===== src/rtl/core/tpc_pkg.sv =====
`timescale 1ns / 1ps
package tpc_pkg;

    localparam int NumAttr  = 9;
    localparam int NumEmit  = 6;
    localparam int TBits    = 30;
    localparam int DivSteps = 31;
    localparam int JobDepth = 2;

    localparam logic [2:0] PAT_V0_IN = 3'b100;
    localparam logic [2:0] PAT_V1_IN = 3'b010;
    localparam logic [2:0] PAT_V2_IN = 3'b001;

    localparam logic [1:0] AXIS_NONE = 2'd3;
    localparam logic [3:0] ATTR_W    = 4'd3;

    localparam logic REG_AXIS = 1'b0;
    localparam logic REG_POS  = 1'b1;

    typedef logic [8:0][31:0] t_vec;

    typedef struct packed {
        logic signed [31:0] pos_x;
        logic signed [31:0] pos_y;
        logic signed [31:0] pos_z;
        logic signed [31:0] pos_w;
        logic signed [31:0] col_r;
        logic signed [31:0] col_g;
        logic signed [31:0] col_b;
        logic signed [31:0] tex_u;
        logic signed [31:0] tex_v;
    } t_in_word;

    typedef struct packed {
        logic signed [31:0] out_x;
        logic signed [31:0] out_y;
        logic signed [31:0] out_z;
        logic signed [31:0] out_w;
        logic signed [31:0] out_r;
        logic signed [31:0] out_g;
        logic signed [31:0] out_b;
        logic signed [31:0] out_u;
        logic signed [31:0] out_v;
        logic               run_last;
    } t_out_word;

    typedef enum logic [2:0] {
        SRC_V0,
        SRC_V1,
        SRC_V2,
        SRC_C0,
        SRC_C1
    } t_src;

    typedef struct packed {
        logic [1:0]       axis;
        logic             pos;
        logic             do_cut;
        logic [2:0]       n_emit;
        logic [5:0][2:0]  src;
        logic [1:0][1:0]  cut_in;
        logic [1:0][1:0]  cut_out;
        logic [2:0][8:0][31:0] vtx;
    } t_job;

    typedef enum logic [3:0] {
        B_IDLE,
        B_LOAD,
        B_SETUP,
        B_PRE1,
        B_PRE2,
        B_DIV,
        B_ROUND,
        B_MUL,
        B_ACC,
        B_WFIX,
        B_EMIT
    } t_back_state;

    function automatic t_vec to_vec(t_in_word w);
        t_vec v;
        v[0] = w.pos_x;
        v[1] = w.pos_y;
        v[2] = w.pos_z;
        v[3] = w.pos_w;
        v[4] = w.col_r;
        v[5] = w.col_g;
        v[6] = w.col_b;
        v[7] = w.tex_u;
        v[8] = w.tex_v;
        return v;
    endfunction

    function automatic t_out_word to_out(t_vec v, logic last);
        t_out_word w;
        w.out_x    = v[0];
        w.out_y    = v[1];
        w.out_z    = v[2];
        w.out_w    = v[3];
        w.out_r    = v[4];
        w.out_g    = v[5];
        w.out_b    = v[6];
        w.out_u    = v[7];
        w.out_v    = v[8];
        w.run_last = last;
        return w;
    endfunction

endpackage


===== src/rtl/core/tpc_job_queue.sv =====
`timescale 1ns / 1ps
module tpc_job_queue #(
    parameter int DEPTH = tpc_pkg::JobDepth
) (
    input  logic          i_clk,
    input  logic          i_rst_n,
    input  logic          i_push,
    input  tpc_pkg::t_job i_job,
    output logic          o_full,
    input  logic          i_pop,
    output logic          o_valid,
    output tpc_pkg::t_job o_job
);

    localparam int PtrW = (DEPTH > 1) ? $clog2(DEPTH) : 1;
    localparam int CntW = $clog2(DEPTH + 1);
    localparam logic [PtrW-1:0] LastPtr = PtrW'(DEPTH - 1);
    localparam logic [CntW-1:0] FullCnt = CntW'(DEPTH);

    tpc_pkg::t_job r_mem [DEPTH];
    logic [PtrW-1:0] r_wr;
    logic [PtrW-1:0] r_rd;
    logic [CntW-1:0] r_cnt;
    logic            w_push;
    logic            w_pop;

    assign o_full  = (r_cnt == FullCnt);
    assign o_valid = (r_cnt != '0);
    assign o_job   = r_mem[r_rd];
    assign w_push  = i_push && !o_full;
    assign w_pop   = i_pop && o_valid;

    always_ff @(posedge i_clk) begin
        if (!i_rst_n) begin
            r_wr  <= '0;
            r_rd  <= '0;
            r_cnt <= '0;
        end else begin
            if (w_push) begin
                r_wr <= (r_wr == LastPtr) ? '0 : r_wr + PtrW'(1);
            end
            if (w_pop) begin
                r_rd <= (r_rd == LastPtr) ? '0 : r_rd + PtrW'(1);
            end
            if (w_push && !w_pop) begin
                r_cnt <= r_cnt + CntW'(1);
            end else if (w_pop && !w_push) begin
                r_cnt <= r_cnt - CntW'(1);
            end
        end
    end

    always_ff @(posedge i_clk) begin
        if (w_push) begin
            r_mem[r_wr] <= i_job;
        end
    end

endmodule


===== config.mk =====
export PLATFORM = sky130hd
export DESIGN_NAME = tpc_job_queue
export DESIGN_NICKNAME = d
export VERILOG_FILES = /design/src/rtl/core/tpc_pkg.sv /design/src/rtl/core/tpc_job_queue.sv
export SDC_FILE = /design/constraint.sdc
export NUM_CORES = 1
export LEC_CHECK = 0
export BUFFER_PORTS_ARGS = -buffer_cell sky130_fd_sc_hd__buf_2
export CORE_AREA = 3 3 694 696
export DETAILED_ROUTE_END_ITERATION = 8
export DIE_AREA = 0 0 697 699
export GPL_ROUTABILITY_DRIVEN = 1
export PLACE_DENSITY_LB_ADDON = 0.2
export SYNTH_ARGS = -nofsm -noshare
export SYNTH_HDL_FRONTEND = slang
export SYNTH_SLANG_ARGS = --single-unit

===== constraint.sdc =====
create_clock -name i_clk -period 140.3 [get_ports i_clk]
set_input_delay 7.015 -clock i_clk [delete_from_list [all_inputs] [get_ports i_clk]]
set_output_delay 7.015 -clock i_clk [all_outputs]
set_load 0.02 [all_outputs]

==> impl_summary.log <==
INFO  metric status = finished clean
INFO  metric ios = 1800
INFO  metric fin_total_pwr = 1.82 mW
INFO  metric timing.slew.headroom = 10.9%
INFO  metric setup_viol_count_final = 0
INFO  metric p_int = 1.20 mW
INFO  metric drt_pass1_iterations = 5
INFO  metric synth_area_per_cell = 23.5 um2
INFO  metric hold_violations = 0
INFO  metric cts_inserted_buffers = 228
INFO  metric max_stage_delay = 1.02 ns
INFO  metric rr_startpoint = r_cnt[0]
INFO  metric postSynthNetCount = 3718
INFO  metric worst-path-max-fanout = 137
INFO  metric clock_power_share = 31.8%
INFO  metric combinational_share_of_power = 30.3%
INFO  metric synthesis.instances = 2816
INFO  metric critPathArrivalTime = 5.38 ns
INFO  metric fmax = 0.0807 GHz
INFO  metric drt-total-wl = 329000 um
INFO  metric ys.warnings.count = 0
INFO  metric clk_transition_reported_paths = 0.06 ns
INFO  metric total_negative_setup_slack = 0 ns
INFO  metric cts_hold_buffers = 0
INFO  metric criticalPathCategory = reg -> out
INFO  metric clkSinkCount = 1799
INFO  metric vdd_drop_max = 0.0131 mV
INFO  metric post_route_cells_drive_above_1_share = 61.4%
INFO  metric area_growth = 36.7%
INFO  metric grt_overflow = 0
INFO  metric fin_worst_skew = 0.0505 ns
INFO  metric die_h = 699 um
INFO  metric placementRows = 253
INFO  metric route.vias.total = 36910
INFO  metric cts_buffer_depth = 4
INFO  metric power.share.switching = 34.4%
INFO  metric port_buffers = 1799
INFO  metric dp_hpwl = 265000 um
INFO  metric cp.depth = 5
INFO  metric place_congestion = 0.869
INFO  metric post_synth_num_cell_types = 21
INFO  metric grt_setup_unrepaired = false
INFO  metric holdCritStartpoint = r_cnt[1]
INFO  metric dr.first_iter.drc_count = 2521
INFO  metric antenna_found_initial = 312
INFO  metric critPathBufInv = 4
INFO  metric htreeDepth = 4
INFO  metric timing_max_transition_violations_final = 0
INFO  metric grt_start_max_net_pins = 138
INFO  metric critical_path.startpoint_type = register
INFO  metric num-fill-cells = 50971
INFO  metric final.min_clock_period = 12.40 ns
INFO  metric postCtsSetupRepairBufs = 0
INFO  metric timing.critical_path.to = o_job[896]
INFO  metric power_switching = 628 uW
INFO  metric die_area = 0.487 mm2
INFO  metric critical_path.endpoint_type = output pin
INFO  metric synth_seq_cells = 1799
INFO  metric yosysSeqAreaShare = 81.5%
INFO  metric cts_tree = yes
INFO  metric ff2ff_path_depth = 9
INFO  metric worst_skew_pair.late_latency = 0.91 ns
INFO  metric grt_first_pass_wirelength = 413000 um
INFO  metric crit_path_max_delay_cell_type = buf_4
INFO  metric max-cap-violations = 0
INFO  metric clock_tree_root = clkbuf_16
INFO  metric power_frac_seq = 37.9%
INFO  metric min_period_over_period = 8.84%
INFO  metric async_reset_ff_share = 0%
INFO  metric post-route-drc-count = 0
INFO  metric total_leakage_power = 32.2 nW
INFO  metric path_cells = buf_12 -> buf_12 -> buf_4 -> mux2_2 -> buf_2
INFO  metric layout.cells.most_common = buf_2
INFO  metric regToRegSetupSlack = 134.63 ns
INFO  metric globalRouteTotalUtil = 12.9%
INFO  metric crit_top_cell = buf_12
INFO  metric worstMarginPinSlew = 1.34 ns
INFO  metric critical_path_required = 133.29 ns
INFO  metric final_cell_mix = buf_2 (1799), edfxtp_1 (1794), mux2_2 (567)
INFO  metric post_drt_via_cell_ratio = 3.22
INFO  metric floorplan.initialDensity = 13.9%
INFO  metric syn_area = 0.0662 mm2
INFO  metric die_w = 697 um
INFO  metric reg2reg_to = r_mem[0][742]
INFO  metric cts_resized = 0
INFO  metric power_density = 20.2 mW/mm2
INFO  metric synth_enable_flop_cells = 1794
INFO  metric drt.antenna.violating_nets = 0
INFO  metric wl_per_cell = 28.8 um
INFO  metric grt_pass1_vias = 37608
INFO  metric finalNetCount = 5687
INFO  metric hold_path_class = reg -> reg
INFO  metric main_flop_type_after_synthesis = edfxtp_1
INFO  metric crit_family = buffers and inverters
INFO  metric floorplan.core_area = 0.475 mm2
==> flip-flops by register name, indices dropped and copies added, names as in the netlist, named ones only <==
signal,cells
r_mem,1794
r_cnt,2
r_wr,1
r_rd,1
==> stage by stage <==
stage                     utilization [%]  cells  area, um2  hold slack, ns  setup WS (ns)
final                                19.0  11450      90500           0.537         127.90
after CTS                            19.0  11347      90200           0.535         127.74
after floorplan                         -   2816      66200           0.483          69.60
after global placement               17.4  10930      82800           0.502         127.70
after global routing                 19.0  11377      90300           0.598         127.64
after detailed placement             17.4  10930      82800           0.524         127.73
==> per-layer routing <==
metal	vias up	track usage, %	wire length [um]
li1	15434	-	-
met1	18787	14.2	121000
met2	1826	23.0	167000
met3	709	5.31	32300
met4	154	3.06	8350
met5	-	0	1060
==> power groups by stage <==
stage	sequential, mW	combinational [mW]	clock, mW
floorplan	0.853	0.312	0
global placement	0.702	0.579	0
detailed placement	0.703	0.578	0
CTS	0.692	0.580	0.606
global route	0.698	0.582	0.625
finish	0.692	0.552	0.581
==> synth_stat cells, types with 2 or more instances <==
cell / number / area share (%)
edfxtp_1: 1794 / 81
mux2_2: 567 / 9.6
mux2_4: 330 / 7.5
buf_2: 62 / 0.47
buf_6: 36 / 0.61
dfxtp_1: 5 / 0.15
and2_1: 3 / 0.028
a21boi_0: 2 / 0.023
buf_8: 2 / 0.045
inv_1: 2 / 0.011
o21ai_0: 2 / 0.015
xnor2_1: 2 / 0.026
==> cells by family (layout without fill, tap and decap cells) <==
family	after synthesis	after routing	synth area share [%]
buffers and inverters	102	2258	1.14
XOR/XNOR	3	3	0.0397
multiplexers	897	897	17.1
AO/OA/AOI/OAI	5	5	0.0491
AND/OR/NAND/NOR	9	9	0.0794
flip-flops	1799	1799	81.5
other	0	103	0
adder cells (fa/ha/maj)	1	1	0.0189
==> worst reg2reg max path, cell delays in order (launching register included) <==
cell,delay (ns)
dfxtp_1,0.39
nand2b_1,0.19
inv_1,0.11
nor3_2,0.14
buf_4,0.62
buf_4,0.82
buf_4,0.74
buf_4,0.61
buf_4,0.87
buf_4,0.80
==> final cells by class <==
type	count	area (um2)	area share [%]
clock buffer	275	5880	6.50
antenna	103	258	0.285
multi-input combinational	915	11500	12.7
tap	6375	7980	8.82
sequential	1799	54000	59.7
clock inverter	142	1480	1.63
inverter	2	7.51	0.00830
timing repair buffer	1839	9420	10.4
==> how the worst min path moves through the flow <==
stage	slack (ns)	depth (start not counted)	to
final	0.54	2	r_cnt[1]
after global routing	0.60	2	r_cnt[1]
after CTS	0.53	2	r_cnt[1]
after detailed placement	0.52	2	r_cnt[1]
after global placement	0.50	2	r_cnt[1]
after floorplan	0.48	2	r_cnt[1]
Power figures use the tool's default switching activity.
