--- src/rtl/core/tpc_pkg.sv ---
`timescale 1ns / 1ps
package tpc_pkg;

    localparam int NumAttr  = 9;
    localparam int NumEmit  = 6;
    localparam int TBits    = 30;
    localparam int DivSteps = 31;
    localparam int JobDepth = 2;

    localparam logic [2:0] PAT_V0_IN = 3'b100;
    localparam logic [2:0] PAT_V1_IN = 3'b010;
    localparam logic [2:0] PAT_V2_IN = 3'b001;

    localparam logic [1:0] AXIS_NONE = 2'd3;
    localparam logic [3:0] ATTR_W    = 4'd3;

    localparam logic REG_AXIS = 1'b0;
    localparam logic REG_POS  = 1'b1;

    typedef logic [8:0][31:0] t_vec;

    typedef struct packed {
        logic signed [31:0] pos_x;
        logic signed [31:0] pos_y;
        logic signed [31:0] pos_z;
        logic signed [31:0] pos_w;
        logic signed [31:0] col_r;
        logic signed [31:0] col_g;
        logic signed [31:0] col_b;
        logic signed [31:0] tex_u;
        logic signed [31:0] tex_v;
    } t_in_word;

    typedef struct packed {
        logic signed [31:0] out_x;
        logic signed [31:0] out_y;
        logic signed [31:0] out_z;
        logic signed [31:0] out_w;
        logic signed [31:0] out_r;
        logic signed [31:0] out_g;
        logic signed [31:0] out_b;
        logic signed [31:0] out_u;
        logic signed [31:0] out_v;
        logic               run_last;
    } t_out_word;

    typedef enum logic [2:0] {
        SRC_V0,
        SRC_V1,
        SRC_V2,
        SRC_C0,
        SRC_C1
    } t_src;

    typedef struct packed {
        logic [1:0]       axis;
        logic             pos;
        logic             do_cut;
        logic [2:0]       n_emit;
        logic [5:0][2:0]  src;
        logic [1:0][1:0]  cut_in;
        logic [1:0][1:0]  cut_out;
        logic [2:0][8:0][31:0] vtx;
    } t_job;

    typedef enum logic [3:0] {
        B_IDLE,
        B_LOAD,
        B_SETUP,
        B_PRE1,
        B_PRE2,
        B_DIV,
        B_ROUND,
        B_MUL,
        B_ACC,
        B_WFIX,
        B_EMIT
    } t_back_state;

    function automatic t_vec to_vec(t_in_word w);
        t_vec v;
        v[0] = w.pos_x;
        v[1] = w.pos_y;
        v[2] = w.pos_z;
        v[3] = w.pos_w;
        v[4] = w.col_r;
        v[5] = w.col_g;
        v[6] = w.col_b;
        v[7] = w.tex_u;
        v[8] = w.tex_v;
        return v;
    endfunction

    function automatic t_out_word to_out(t_vec v, logic last);
        t_out_word w;
        w.out_x    = v[0];
        w.out_y    = v[1];
        w.out_z    = v[2];
        w.out_w    = v[3];
        w.out_r    = v[4];
        w.out_g    = v[5];
        w.out_b    = v[6];
        w.out_u    = v[7];
        w.out_v    = v[8];
        w.run_last = last;
        return w;
    endfunction

endpackage

--- src/rtl/core/tpc_front.sv ---
`timescale 1ns / 1ps
module tpc_front (
    input  logic              i_clk,
    input  logic              i_rst_n,
    input  logic              i_push,
    output logic              o_full,
    input  tpc_pkg::t_in_word i_vtx,
    input  logic [1:0]        i_axis,
    input  logic              i_pos,
    output logic              o_job_push,
    output tpc_pkg::t_job     o_job,
    input  logic              i_job_full
);

    logic [1:0]    r_slot;
    tpc_pkg::t_vec r_v0;
    tpc_pkg::t_vec r_v1;
    tpc_pkg::t_vec w_v2;
    logic          w_accept;
    logic [2:0]    w_pat;

    function automatic logic is_out(tpc_pkg::t_vec v, logic [1:0] axis, logic pos);
        logic signed [32:0] c;
        logic signed [32:0] w;
        logic               res;
        c = $signed({v[{2'b00, axis}][31], v[{2'b00, axis}]});
        w = $signed({v[tpc_pkg::ATTR_W][31], v[tpc_pkg::ATTR_W]});
        if (axis == tpc_pkg::AXIS_NONE) begin
            res = 1'b0;
        end else if (pos) begin
            res = c > w;
        end else begin
            res = c < -w;
        end
        return res;
    endfunction

    assign w_v2     = tpc_pkg::to_vec(i_vtx);
    assign o_full   = (r_slot == 2'd2) && i_job_full;
    assign w_accept = i_push && !o_full;

    assign w_pat = (is_out(r_v0, i_axis, i_pos) ? 3'b000 : tpc_pkg::PAT_V0_IN)
                 | (is_out(r_v1, i_axis, i_pos) ? 3'b000 : tpc_pkg::PAT_V1_IN)
                 | (is_out(w_v2, i_axis, i_pos) ? 3'b000 : tpc_pkg::PAT_V2_IN);

    always_comb begin
        o_job.axis       = i_axis;
        o_job.pos        = i_pos;
        o_job.vtx[0]     = r_v0;
        o_job.vtx[1]     = r_v1;
        o_job.vtx[2]     = w_v2;
        o_job.do_cut     = 1'b1;
        o_job.n_emit     = 3'd3;
        o_job.src        = '0;
        o_job.cut_in     = '0;
        o_job.cut_out    = '0;
        case (w_pat)
            (tpc_pkg::PAT_V0_IN | tpc_pkg::PAT_V1_IN | tpc_pkg::PAT_V2_IN): begin
                o_job.do_cut = 1'b0;
                o_job.src[0] = tpc_pkg::SRC_V0;
                o_job.src[1] = tpc_pkg::SRC_V1;
                o_job.src[2] = tpc_pkg::SRC_V2;
            end
            (tpc_pkg::PAT_V1_IN | tpc_pkg::PAT_V2_IN): begin
                o_job.n_emit     = 3'd6;
                o_job.cut_in[0]  = 2'd2;
                o_job.cut_out[0] = 2'd0;
                o_job.cut_in[1]  = 2'd1;
                o_job.cut_out[1] = 2'd0;
                o_job.src[0] = tpc_pkg::SRC_C0;
                o_job.src[1] = tpc_pkg::SRC_C1;
                o_job.src[2] = tpc_pkg::SRC_V1;
                o_job.src[3] = tpc_pkg::SRC_V1;
                o_job.src[4] = tpc_pkg::SRC_V2;
                o_job.src[5] = tpc_pkg::SRC_C0;
            end
            (tpc_pkg::PAT_V0_IN | tpc_pkg::PAT_V2_IN): begin
                o_job.n_emit     = 3'd6;
                o_job.cut_in[0]  = 2'd0;
                o_job.cut_out[0] = 2'd1;
                o_job.cut_in[1]  = 2'd2;
                o_job.cut_out[1] = 2'd1;
                o_job.src[0] = tpc_pkg::SRC_C0;
                o_job.src[1] = tpc_pkg::SRC_C1;
                o_job.src[2] = tpc_pkg::SRC_V2;
                o_job.src[3] = tpc_pkg::SRC_V2;
                o_job.src[4] = tpc_pkg::SRC_V0;
                o_job.src[5] = tpc_pkg::SRC_C0;
            end
            (tpc_pkg::PAT_V0_IN | tpc_pkg::PAT_V1_IN): begin
                o_job.n_emit     = 3'd6;
                o_job.cut_in[0]  = 2'd1;
                o_job.cut_out[0] = 2'd2;
                o_job.cut_in[1]  = 2'd0;
                o_job.cut_out[1] = 2'd2;
                o_job.src[0] = tpc_pkg::SRC_C0;
                o_job.src[1] = tpc_pkg::SRC_C1;
                o_job.src[2] = tpc_pkg::SRC_V0;
                o_job.src[3] = tpc_pkg::SRC_V0;
                o_job.src[4] = tpc_pkg::SRC_V1;
                o_job.src[5] = tpc_pkg::SRC_C0;
            end
            tpc_pkg::PAT_V2_IN: begin
                o_job.cut_in[0]  = 2'd2;
                o_job.cut_out[0] = 2'd0;
                o_job.cut_in[1]  = 2'd2;
                o_job.cut_out[1] = 2'd1;
                o_job.src[0] = tpc_pkg::SRC_C0;
                o_job.src[1] = tpc_pkg::SRC_C1;
                o_job.src[2] = tpc_pkg::SRC_V2;
            end
            tpc_pkg::PAT_V1_IN: begin
                o_job.cut_in[0]  = 2'd1;
                o_job.cut_out[0] = 2'd2;
                o_job.cut_in[1]  = 2'd1;
                o_job.cut_out[1] = 2'd0;
                o_job.src[0] = tpc_pkg::SRC_C0;
                o_job.src[1] = tpc_pkg::SRC_C1;
                o_job.src[2] = tpc_pkg::SRC_V1;
            end
            tpc_pkg::PAT_V0_IN: begin
                o_job.cut_in[0]  = 2'd0;
                o_job.cut_out[0] = 2'd1;
                o_job.cut_in[1]  = 2'd0;
                o_job.cut_out[1] = 2'd2;
                o_job.src[0] = tpc_pkg::SRC_C0;
                o_job.src[1] = tpc_pkg::SRC_C1;
                o_job.src[2] = tpc_pkg::SRC_V0;
            end
            default: begin
                o_job.do_cut = 1'b0;
            end
        endcase
    end

    // fully outside triangles produce no job
    assign o_job_push = w_accept && (r_slot == 2'd2) && (w_pat != 3'b000);

    always_ff @(posedge i_clk) begin
        if (!i_rst_n) begin
            r_slot <= 2'd0;
        end else if (w_accept) begin
            r_slot <= (r_slot == 2'd2) ? 2'd0 : r_slot + 2'd1;
        end
    end

    always_ff @(posedge i_clk) begin
        if (w_accept && r_slot == 2'd0) begin
            r_v0 <= w_v2;
        end
        if (w_accept && r_slot == 2'd1) begin
            r_v1 <= w_v2;
        end
    end

endmodule

--- config.mk ---
export PLATFORM = sky130hd
export DESIGN_NAME = tpc_front
export DESIGN_NICKNAME = d
export VERILOG_FILES = /design/src/rtl/core/tpc_pkg.sv /design/src/rtl/core/tpc_front.sv
export SDC_FILE = /design/constraint.sdc
export NUM_CORES = 1
export LEC_CHECK = 0
export ABC_CLOCK_PERIOD_IN_PS = 27900
export BUFFER_PORTS_ARGS = -buffer_cell sky130_fd_sc_hd__clkbuf_2
export CELL_PAD_IN_SITES_DETAIL_PLACEMENT = 1
export CELL_PAD_IN_SITES_GLOBAL_PLACEMENT = 2
export CORE_AREA = 3 3 457 459
export DETAILED_ROUTE_END_ITERATION = 10
export DIE_AREA = 0 0 460 462
export PLACE_DENSITY_LB_ADDON = 0.1
export REMOVE_ABC_BUFFERS = 1
export SYNTH_ARGS = -nofsm -noshare
export SYNTH_HDL_FRONTEND = slang
export SYNTH_SLANG_ARGS = --single-unit
--- constraint.sdc ---
create_clock -name i_clk -period 27.9 [get_ports i_clk]
set_clock_uncertainty 0.2 [all_clocks]
set_input_delay 5.58 -clock i_clk [delete_from_list [all_inputs] [get_ports i_clk]]
set_output_delay 5.58 -clock i_clk [all_outputs]
set_load 0.02 [all_outputs]
==> run_results.csv, run 1 <==
group,metric,value,unit
run_status,status,"finished, final reports clean",
power,p_per_area,66.9,nW/um^2
synth,syn_area,28200,um^2
clocking,cts_tree,"done",
worst_hold_path,min_path_cells,2,
power,netSwitchingFraction,31.1,%
final_layout,final_common_cell,"clkbuf_2",
final_layout,register_area,17300,um^2
place,dp_hpwl,139,mm
synth,synth_area_leaders,"edfxtp_1 61%, ha_1 8.6%, buf_4 8.1%",
critical_path,r2r_end,"o_job[294]$_DFFE_PP_",
critical_path,r2r_slack,23720,ps
power,power,2.54,mW
final_layout,layout_common_cells,"1,184 x clkbuf_2, 576 x edfxtp_1, 195 x ha_1",
routing,wl_per_cell,29.7,um
worst_hold_path,min_delay_worst_endpoint,"r_slot[0]$_SDFFE_PN0P_",
global_route,grt_pass1_vias,21611,
sta,setup_viol,0,
sta,finalCritPeriodShare,62.0,%
floorplan,dieArea,213000,um^2
floorplan,rows,166,
clocking,clk_latency,690,ps
power,p_leak,15.5,nW
floorplan,die_y,462,um
place,gp_congestion,0.825,
clocking,cts_sinks,578,
global_route,grt_max_degree,101,
clocking,htreeDepth,3,
clocking,cts_resized,0,
clocking,clkTransAtPathRegs,60,ps
routing,drc_errors,0,
critical_path,end_kind,"output pin",
floorplan,design.core.area,205000,um^2
clocking,cts-root-buf,"clkbuf_16",
synth,ys_seq_area_share,61.4,%
power,share_seq_of_total_power,40.9,%
sta,maxSlewViolCount,0,
critical_path,r2r_cells,5,
global_route,grt_use_total,15.0,%
synth,yosysTopAreaCellShare,61.2,%
floorplan,start_util,13.8,%
final_layout,area_growth,34.7,%
run,drv_cap,0,
synth,yosysWarnings,0,
synth,synth_area_leader_cell,"edfxtp_1",
final_layout,n_fill_cell,23159,
final_layout,drive_gt1_share,49.7,%
final_layout,multi_input_area,8160,um^2
critical_path,crit_arrival,11520,ps
clocking,post_cts_buffers,0,
synth,synth-edff-count,576,
critical_path,critPathMaxFanout,40,
place,dp_cells,5448,
synth,synth-main-ff-cell,"edfxtp_1",
sta,clock.fmax,57.8,MHz
routing,wl,166,mm
sta,max_slew_margin,21.6,%
floorplan,io_pins,1194,
sta,period_minus_slack,17300,ps
synth,yosysUniqueCellTypes,63,
clocking,cts-buffers-inserted,80,
synth,avgSynthCellArea,15.1,um^2
worst_hold_path,hold_start,"r_slot[0]$_SDFFE_PN0P_",
floorplan,fp.dieW,460,um
global_route,antenna_found_initial,49,
synth,netlist_instances,1876,
worst_hold_path,hp-class,"flop to flop",
power,power_switching,0.791,mW
clocking,hold_buffers,0,
routing,drtAntennaViolNets,0,
global_route,overflow,0,
critical_path,start_kind,"primary input",
power,p_clk_share,40.8,%
sta,tns,0,ps
clocking,clockBufferDepth,3,
routing,dr_total_vias,20140,
power,ir_drop,0.0000443,V
routing,viasPerCell,3.60,
critical_path,crit_type,"primary input to output pin",
routing,drtIter0Drc,1045,
sta,hold_viol,0,
critical_path,rr_startpoint,"r_slot[1]$_SDFFE_PN0P_",
critical_path,required,22120,ps
final_layout,fin_cells,5598,
global_route,grt_pass1_wl,213,mm
routing,drt_first_pass_iters,5,
place,port_buffers,1186,
sta,worstMarginPinSlew,1180,ps
synth,async_flop_share,0,%
power,internal_power,1.75,mW
synth,synth_seq_cells,578,
power,p_comb_share,18.2,%
sta,rsz0062_at_grt,"false",
final_layout,finalNetCount,3332,
-- power groups by stage --
stage	logic, mW	registers (mW)	clock network [mW]
after global placement	0.483	1.06	0
after CTS	0.484	1.04	1.09
after detailed placement	0.482	1.06	0
after floorplan	0.144	1.13	0
final	0.464	1.04	1.04
after global routing	0.503	1.05	1.12
-- stage by stage --
stage / utilization, % / area, um^2 / setup slack (ps) / hold WS (ps)
detailed placement: 17.3 / 35400 / 10310 / 468
finish: 18.6 / 38100 / 10600 / 484
CTS: 18.6 / 38000 / 10300 / 486
global placement: 17.3 / 35400 / 10430 / 451
global route: 18.6 / 38000 / 10070 / 501
floorplan: - / 25900 / 75.1 / 396
-- Yosys cell counts (4+ instances only) --
master / instances
edfxtp_1: 576
buf_4: 306
ha_1: 195
inv_1: 113
mux4_2: 95
xnor2_1: 85
nand2_1: 79
a21oi_1: 71
nor2_1: 55
nand4_1: 42
o21ai_0: 26
nand3_1: 23
nor3_1: 23
a21o_1: 20
nor4_1: 18
clkbuf_1: 15
buf_1: 9
nand2b_1: 9
a211oi_1: 8
nor2b_1: 8
o211ai_1: 7
o21a_1: 6
or3_1: 6
a221oi_1: 5
and3_1: 4
or4_4: 4
xor2_1: 4
-- per-layer routing --
layer,track usage [%],share of wire [%]
met5,0,0.19
met4,3.00,1.4
met1,16.5,37
met2,27.7,53
met3,5.34,7.9
-- final cells by class --
| type | instances | area share (%) |
|---|---|---|
| inverters | 113 | 1.11 |
| diodes | 9 | 0.0592 |
| clock inverters | 46 | 1.41 |
| clock buffers | 95 | 5.46 |
| well taps | 2688 | 8.84 |
| multi-input cells | 860 | 21.4 |
| repair buffers | 1209 | 16.1 |
| flip-flops and latches | 578 | 45.6 |
-- worst max-delay path, cell delays in order --
cell and delay, ps:
buf_6 460, buf_4 600, buf_4 770, mux4_2 650, ha_1 360, nand4_1 160
or2_2 340, or3_1 400, o221ai_1 270, xor2_1 100, o2bb2ai_1 910, nor2_1 230
a211o_1 410, clkbuf_2 180
-- how the worst max path moves through the flow --
stage	cells after the start	endpoint	from
after global routing	14	o_job[887]	i_axis[0]
final	14	o_job[892]	i_axis[0]
after floorplan	2	r_slot[0]$_SDFFE_PN0P_	i_push
after detailed placement	14	o_job[888]	i_axis[0]
after global placement	14	o_job[888]	i_axis[0]
after CTS	14	o_job[888]	i_axis[0]
-- flip-flops by register name, indices dropped and copies added, names as in the netlist --
register,cells
o_job,576
r_slot,2
-- kinds of logic after synthesis --
family                   share of synthesized area [%]
flip-flops                                        61.4
buffers and inverters                             9.95
AND/OR/NAND/NOR                                   5.65
adder cells (fa/ha/maj)                           8.64
AO/OA/AOI/OAI                                     3.92
multiplexers                                      7.67
XOR/XNOR                                          2.76
other                                           0.0266
Note: power is estimated with default switching activity, not from simulation.
==> run 2: changes to the inputs <==
--- a/config.mk
+++ b/config.mk
@@ -5,7 +5,7 @@
 export SDC_FILE = /design/constraint.sdc
 export NUM_CORES = 1
 export LEC_CHECK = 0
-export ABC_CLOCK_PERIOD_IN_PS = 27900
+export ABC_CLOCK_PERIOD_IN_PS = 15000
 export BUFFER_PORTS_ARGS = -buffer_cell sky130_fd_sc_hd__clkbuf_2
 export CELL_PAD_IN_SITES_DETAIL_PLACEMENT = 1
 export CELL_PAD_IN_SITES_GLOBAL_PLACEMENT = 2
==> constraint.sdc (replaced) <==
create_clock -name i_clk -period 15 [get_ports i_clk]
set_clock_uncertainty 0.2 [all_clocks]
set_input_delay 3 -clock i_clk [delete_from_list [all_inputs] [get_ports i_clk]]
set_output_delay 3 -clock i_clk [all_outputs]
set_load 0.02 [all_outputs]
==> run_results.csv, run 2 (synthesis gave the netlist of run 1 again) <==
group,metric,value,unit
critical_path,rr_startpoint,"r_slot[1]$_SDFFE_PN0P_",
routing,drtIter0Drc,976,
floorplan,io_pins,1194,
critical_path,start_kind,"primary input",
clocking,htreeDepth,3,
critical_path,cpMostUsedCell,"a21oi_1",
final_layout,area_growth,34.1,%
clocking,clk_latency,690,ps
routing,drc_errors,0,
critical_path,crit_family,"compound AO/OA/AOI/OAI gates",
sta,worstMarginPinSlew,1300,ps
floorplan,design.core.area,205000,um^2
run_status,status,"finished, final reports clean",
critical_path,path_buf_inv,3,
power,p_leak,15.4,nW
critical_path,crit_arrival,8480,ps
routing,drt_first_pass_iters,4,
place,port_buffers,1186,
global_route,overflow,0,
routing,wl_per_cell,29.2,um
place,dpl_worst_slack,2820,ps
critical_path,slowest_stage,"buf_4",
global_route,grt_use_total,14.9,%
critical_path,critPathMaxFanout,44,
critical_path,r2r_slack,10900,ps
critical_path,cp_slowest_stage_delay,700,ps
routing,wl_met3,13.0,mm
final_layout,finalNetCount,3329,
critical_path,r2r_end,"o_job[487]$_DFFE_PP_",
floorplan,start_util,13.8,%
sta,hold_viol,0,
clocking,cts-buffers-inserted,80,
place,gp_congestion,0.813,
sta,finalCritPeriodShare,77.8,%
clocking,post_cts_buffers,0,
power,ir_drop,0.0000728,V
clocking,clkTransAtPathRegs,60,ps
clocking,clockBufferDepth,3,
final_layout,drive_gt1_share,49.6,%
critical_path,required,11800,ps
sta,max_slew_margin,12.3,%
final_layout,fin_cells,5597,
floorplan,die_y,462,um
floorplan,dieArea,213000,um^2
run,drv_cap,0,
worst_hold_path,hold_start,"r_slot[0]$_SDFFE_PN0P_",
place,dp_hpwl,137,mm
sta,rsz0062_at_grt,"false",
final_layout,final_common_cell,"clkbuf_2",
final_layout,fin_util,18.5,%
worst_hold_path,min_path_cells,2,
place,dp_cells,5445,
final_layout,largest_register_ff_count,576,
critical_path,r2r_cells,5,
sta,maxSlewViolCount,0,
global_route,grt_pass1_wl,212,mm
clocking,cts_resized,0,
worst_hold_path,min_delay_worst_endpoint,"r_slot[0]$_SDFFE_PN0P_",
routing,wl,163,mm
sta,clock.fmax,85.6,MHz
routing,drt-met1-wl,60.6,mm
floorplan,rows,166,
global_route,grt_max_degree,128,
global_route,grt_pass1_vias,21842,
critical_path,crit_type,"primary input to output pin",
critical_path,critPathLaunch,"i_axis[0]",
routing,dr_total_vias,19997,
critical_path,path_cells,"buf_6, buf_4, mux4_2, ha_1, a21oi_1, o21ai_0, a221oi_1, o211ai_1, a21oi_1, xnor2_1, a32oi_2, nor2_1, a211o_1, clkbuf_2",
routing,drtAntennaViolNets,0,
power,p_per_area,123,nW/um^2
worst_hold_path,hp-class,"flop to flop",
clocking,cts_sinks,578,
global_route,antenna_found_initial,46,
floorplan,fp.dieW,460,um
sta,setup_viol,0,
power,power,4.65,mW
routing,viasPerCell,3.57,
routing,wl_met2,86.1,mm
critical_path,end_kind,"output pin",
sta,period_minus_slack,11680,ps
clocking,cts_tree,"done",
clocking,hold_buffers,0,
routing,routed.top_layer,"met5",
final_layout,layout_common_cells,"1,184 x clkbuf_2, 576 x edfxtp_1, 195 x ha_1",
sta,setup_slack,3320,ps
clocking,cts-root-buf,"clkbuf_16",
[run 2: worst min-delay path: stages, from the launching register on]
cell     delay [ps]
dfxtp_1         400
nor2b_1         150
o21a_1          110
[run 2: per-stage QoR]
stage	setup TNS (ps)	hold WS (ps)	cell area, um^2
floorplan	-2907350	396	25900
global placement	0	456	35400
detailed placement	0	480	35400
CTS	0	491	37900
global route	0	532	37900
finish	0	484	37900
[run 2: worst max path at each step]
stage / endpoint / cells past startpoint / slack, ps
final: o_job[892] / 14 / 3320
after global routing: o_job[887] / 14 / 2720
after CTS: o_job[892] / 14 / 2800
after detailed placement: o_job[892] / 14 / 2820
after global placement: o_job[888] / 14 / 2910
after floorplan: r_slot[0]$_SDFFE_PN0P_ / 2 / -10240
[run 2: cell type report]
| type | count | area, um^2 |
|---|---|---|
| inverter | 113 | 424 |
| fill | 23238 | 167000 |
| clock inverter | 44 | 398 |
| sequential | 578 | 17300 |
| multi-input combinational | 860 | 8160 |
| antenna | 8 | 20.0 |
| timing repair buffer | 1206 | 6110 |
| clock buffer | 100 | 2080 |
| tap | 2688 | 3360 |
[run 2: per-layer routing]
metal	vias up	track usage (%)
met3	167	5.60
met4	56	3.53
met2	716	27.2
met1	10285	16.1
met5	-	0
li1	8773	-
[run 2: report_power, final]
part	total [mW]	switching, mW	internal (mW)
clock network	1.85	0.811	1.04
registers	1.94	0.0512	1.89
logic	0.857	0.603	0.254
total	4.65	1.47	3.18
==> run 3: changes to the inputs <==
--- a/config.mk
+++ b/config.mk
@@ -5,7 +5,7 @@
 export SDC_FILE = /design/constraint.sdc
 export NUM_CORES = 1
 export LEC_CHECK = 0
-export ABC_CLOCK_PERIOD_IN_PS = 15000
+export ABC_CLOCK_PERIOD_IN_PS = 9400
 export BUFFER_PORTS_ARGS = -buffer_cell sky130_fd_sc_hd__clkbuf_2
 export CELL_PAD_IN_SITES_DETAIL_PLACEMENT = 1
 export CELL_PAD_IN_SITES_GLOBAL_PLACEMENT = 2
==> constraint.sdc (replaced) <==
create_clock -name i_clk -period 9.4 [get_ports i_clk]
set_clock_uncertainty 0.2 [all_clocks]
set_input_delay 1.88 -clock i_clk [delete_from_list [all_inputs] [get_ports i_clk]]
set_output_delay 1.88 -clock i_clk [all_outputs]
set_load 0.02 [all_outputs]
==> run_results.csv, run 3 (synthesis gave the netlist of run 1 again) <==
group,metric,value,unit
run_status,status,"finished, final reports clean",
final_layout,fin_util,18.6,%
floorplan,dieArea,213000,um^2
power,p_leak,15.6,nW
place,dp_hpwl,137,mm
power,ir_drop,0.000125,V
critical_path,start_kind,"primary input",
clocking,cts_resized,0,
final_layout,finalNetCount,3353,
floorplan,die_y,462,um
critical_path,slowest_stage,"or4_1",
routing,dr_total_vias,20065,
sta,period_minus_slack,8880,ps
place,gp_congestion,0.833,
clocking,htreeDepth,3,
worst_hold_path,hold_start,"r_slot[0]$_SDFFE_PN0P_",
routing,drt_first_pass_iters,5,
floorplan,fp.dieW,460,um
floorplan,rows,166,
final_layout,finish.instance_area,38100,um^2
global_route,grt_use_total,14.8,%
critical_path,end_kind,"output pin",
place,dp_cells,5469,
sta,holdWs,486,ps
clocking,clockBufferDepth,3,
floorplan,start_util,13.8,%
sta,max_slew_margin,32.0,%
critical_path,path_cells,"clkbuf_2, inv_1, nand3_1, or4_1, or3_1, or3_1, nor4_1, xnor2_1, ha_1, nand4_1, nor4_1, nand2_1, o211ai_1, a21oi_1, xnor2_1, o2bb2ai_1, buf_4, nand2b_1, o22a_1, clkbuf_2",
final_layout,layout_common_cells,"1,184 x clkbuf_2, 576 x edfxtp_1, 195 x ha_1",
sta,setup_viol,0,
critical_path,required,7320,ps
clocking,post_cts_buffers,0,
clocking,cts_sinks,578,
place,port_buffers,1186,
clocking,hold_buffers,0,
worst_hold_path,hp-class,"flop to flop",
global_route,grt_pass1_vias,21732,
clocking,clk_latency,700,ps
routing,drtIter0Drc,1026,
global_route,grt_pass1_wl,211,mm
place,placed_area,35600,um^2
final_layout,largest_register_ff_count,576,
sta,finalCritPeriodShare,94.5,%
power,power,7.45,mW
final_layout,drive_gt1_share,50.0,%
floorplan,design.core.area,205000,um^2
global_route,grt_max_degree,114,
final_layout,final_common_cell,"clkbuf_2",
run,drv_cap,0,
routing,wl_per_cell,29.1,um
global_route,overflow,0,
final_layout,n_fill_cell,23156,
routing,wl,164,mm
sta,rsz0062_at_grt,"false",
sta,worstMarginPinSlew,1020,ps
power,p_per_area,195,nW/um^2
sta,hold_viol,0,
clocking,clkTransAtPathRegs,50,ps
critical_path,rr_startpoint,"r_slot[1]$_SDFFE_PN0P_",
routing,drc_errors,0,
clocking,cts_tree,"done",
critical_path,crit_arrival,6800,ps
final_layout,fin_cells,5615,
global_route,antenna_found_initial,41,
critical_path,path_buf_inv,4,
clocking,cts-root-buf,"clkbuf_16",
critical_path,cp_slowest_stage_delay,570,ps
sta,clock.fmax,113,MHz
critical_path,critPathLaunch,"i_vtx[166]",
final_layout,area_growth,35.0,%
floorplan,io_pins,1194,
critical_path,crit_type,"primary input to output pin",
critical_path,critPathMaxFanout,9,
sta,maxSlewViolCount,0,
routing,drtAntennaViolNets,0,
routing,viasPerCell,3.57,
critical_path,crit_family,"simple AND/OR/NAND/NOR gates",
clocking,cts-buffers-inserted,80,
[run 3: final cells by class]
| class | count | area, um^2 | area share [%] |
|---|---|---|---|
| diodes | 8 | 20.0 | 0.0525 |
| clock buffers | 105 | 2120 | 5.55 |
| clock inverters | 33 | 374 | 0.981 |
| inverters | 113 | 424 | 1.11 |
| multi-input cells | 860 | 8160 | 21.4 |
| flip-flops and latches | 578 | 17300 | 45.5 |
| well taps | 2688 | 3360 | 8.82 |
| repair buffers | 1230 | 6340 | 16.6 |
[run 3: metal layers]
metal  wire [um]  GRT usage (%)  vias to the layer above
li1            -              -                     8806
met1       60600           16.1                    10324
met2       86900           27.4                      740
met3       12800           5.48                      155
met4        2980           3.08                       40
met5         217              0                        -
[run 3: stage by stage]
step | setup TNS, ps | worst slack, ps
2_1_floorplan | -4202070 | -14720
3_3_place_gp | 0 | 540
3_5_place_dp | 0 | 514
4_1_cts | 0 | 162
5_1_grt | 0 | 116
6_report | 0 | 517
[run 3: where the power goes]
part	switching (mW)	internal, mW
logic	0.977	0.415
clock network	1.28	1.68
registers	0.0770	3.01
[run 3: tightest hold or removal path, stage by stage, from the launching register on]
cell and delay, ps:
dfxtp_1 340, nor2b_1 140, o21a_1 150
[run 3: final timing paths]
| path | endpoint | slack (ps) | cells past startpoint |
|---|---|---|---|
| setup reg to reg | o_job[322]$_DFFE_PP_ | 6190 | 4 |
| hold reg to reg | r_slot[0]$_SDFFE_PN0P_ | 490 | 2 |
| setup / recovery | o_job[877] | 520 | 20 |
| hold / removal | r_slot[0]$_SDFFE_PN0P_ | 490 | 2 |
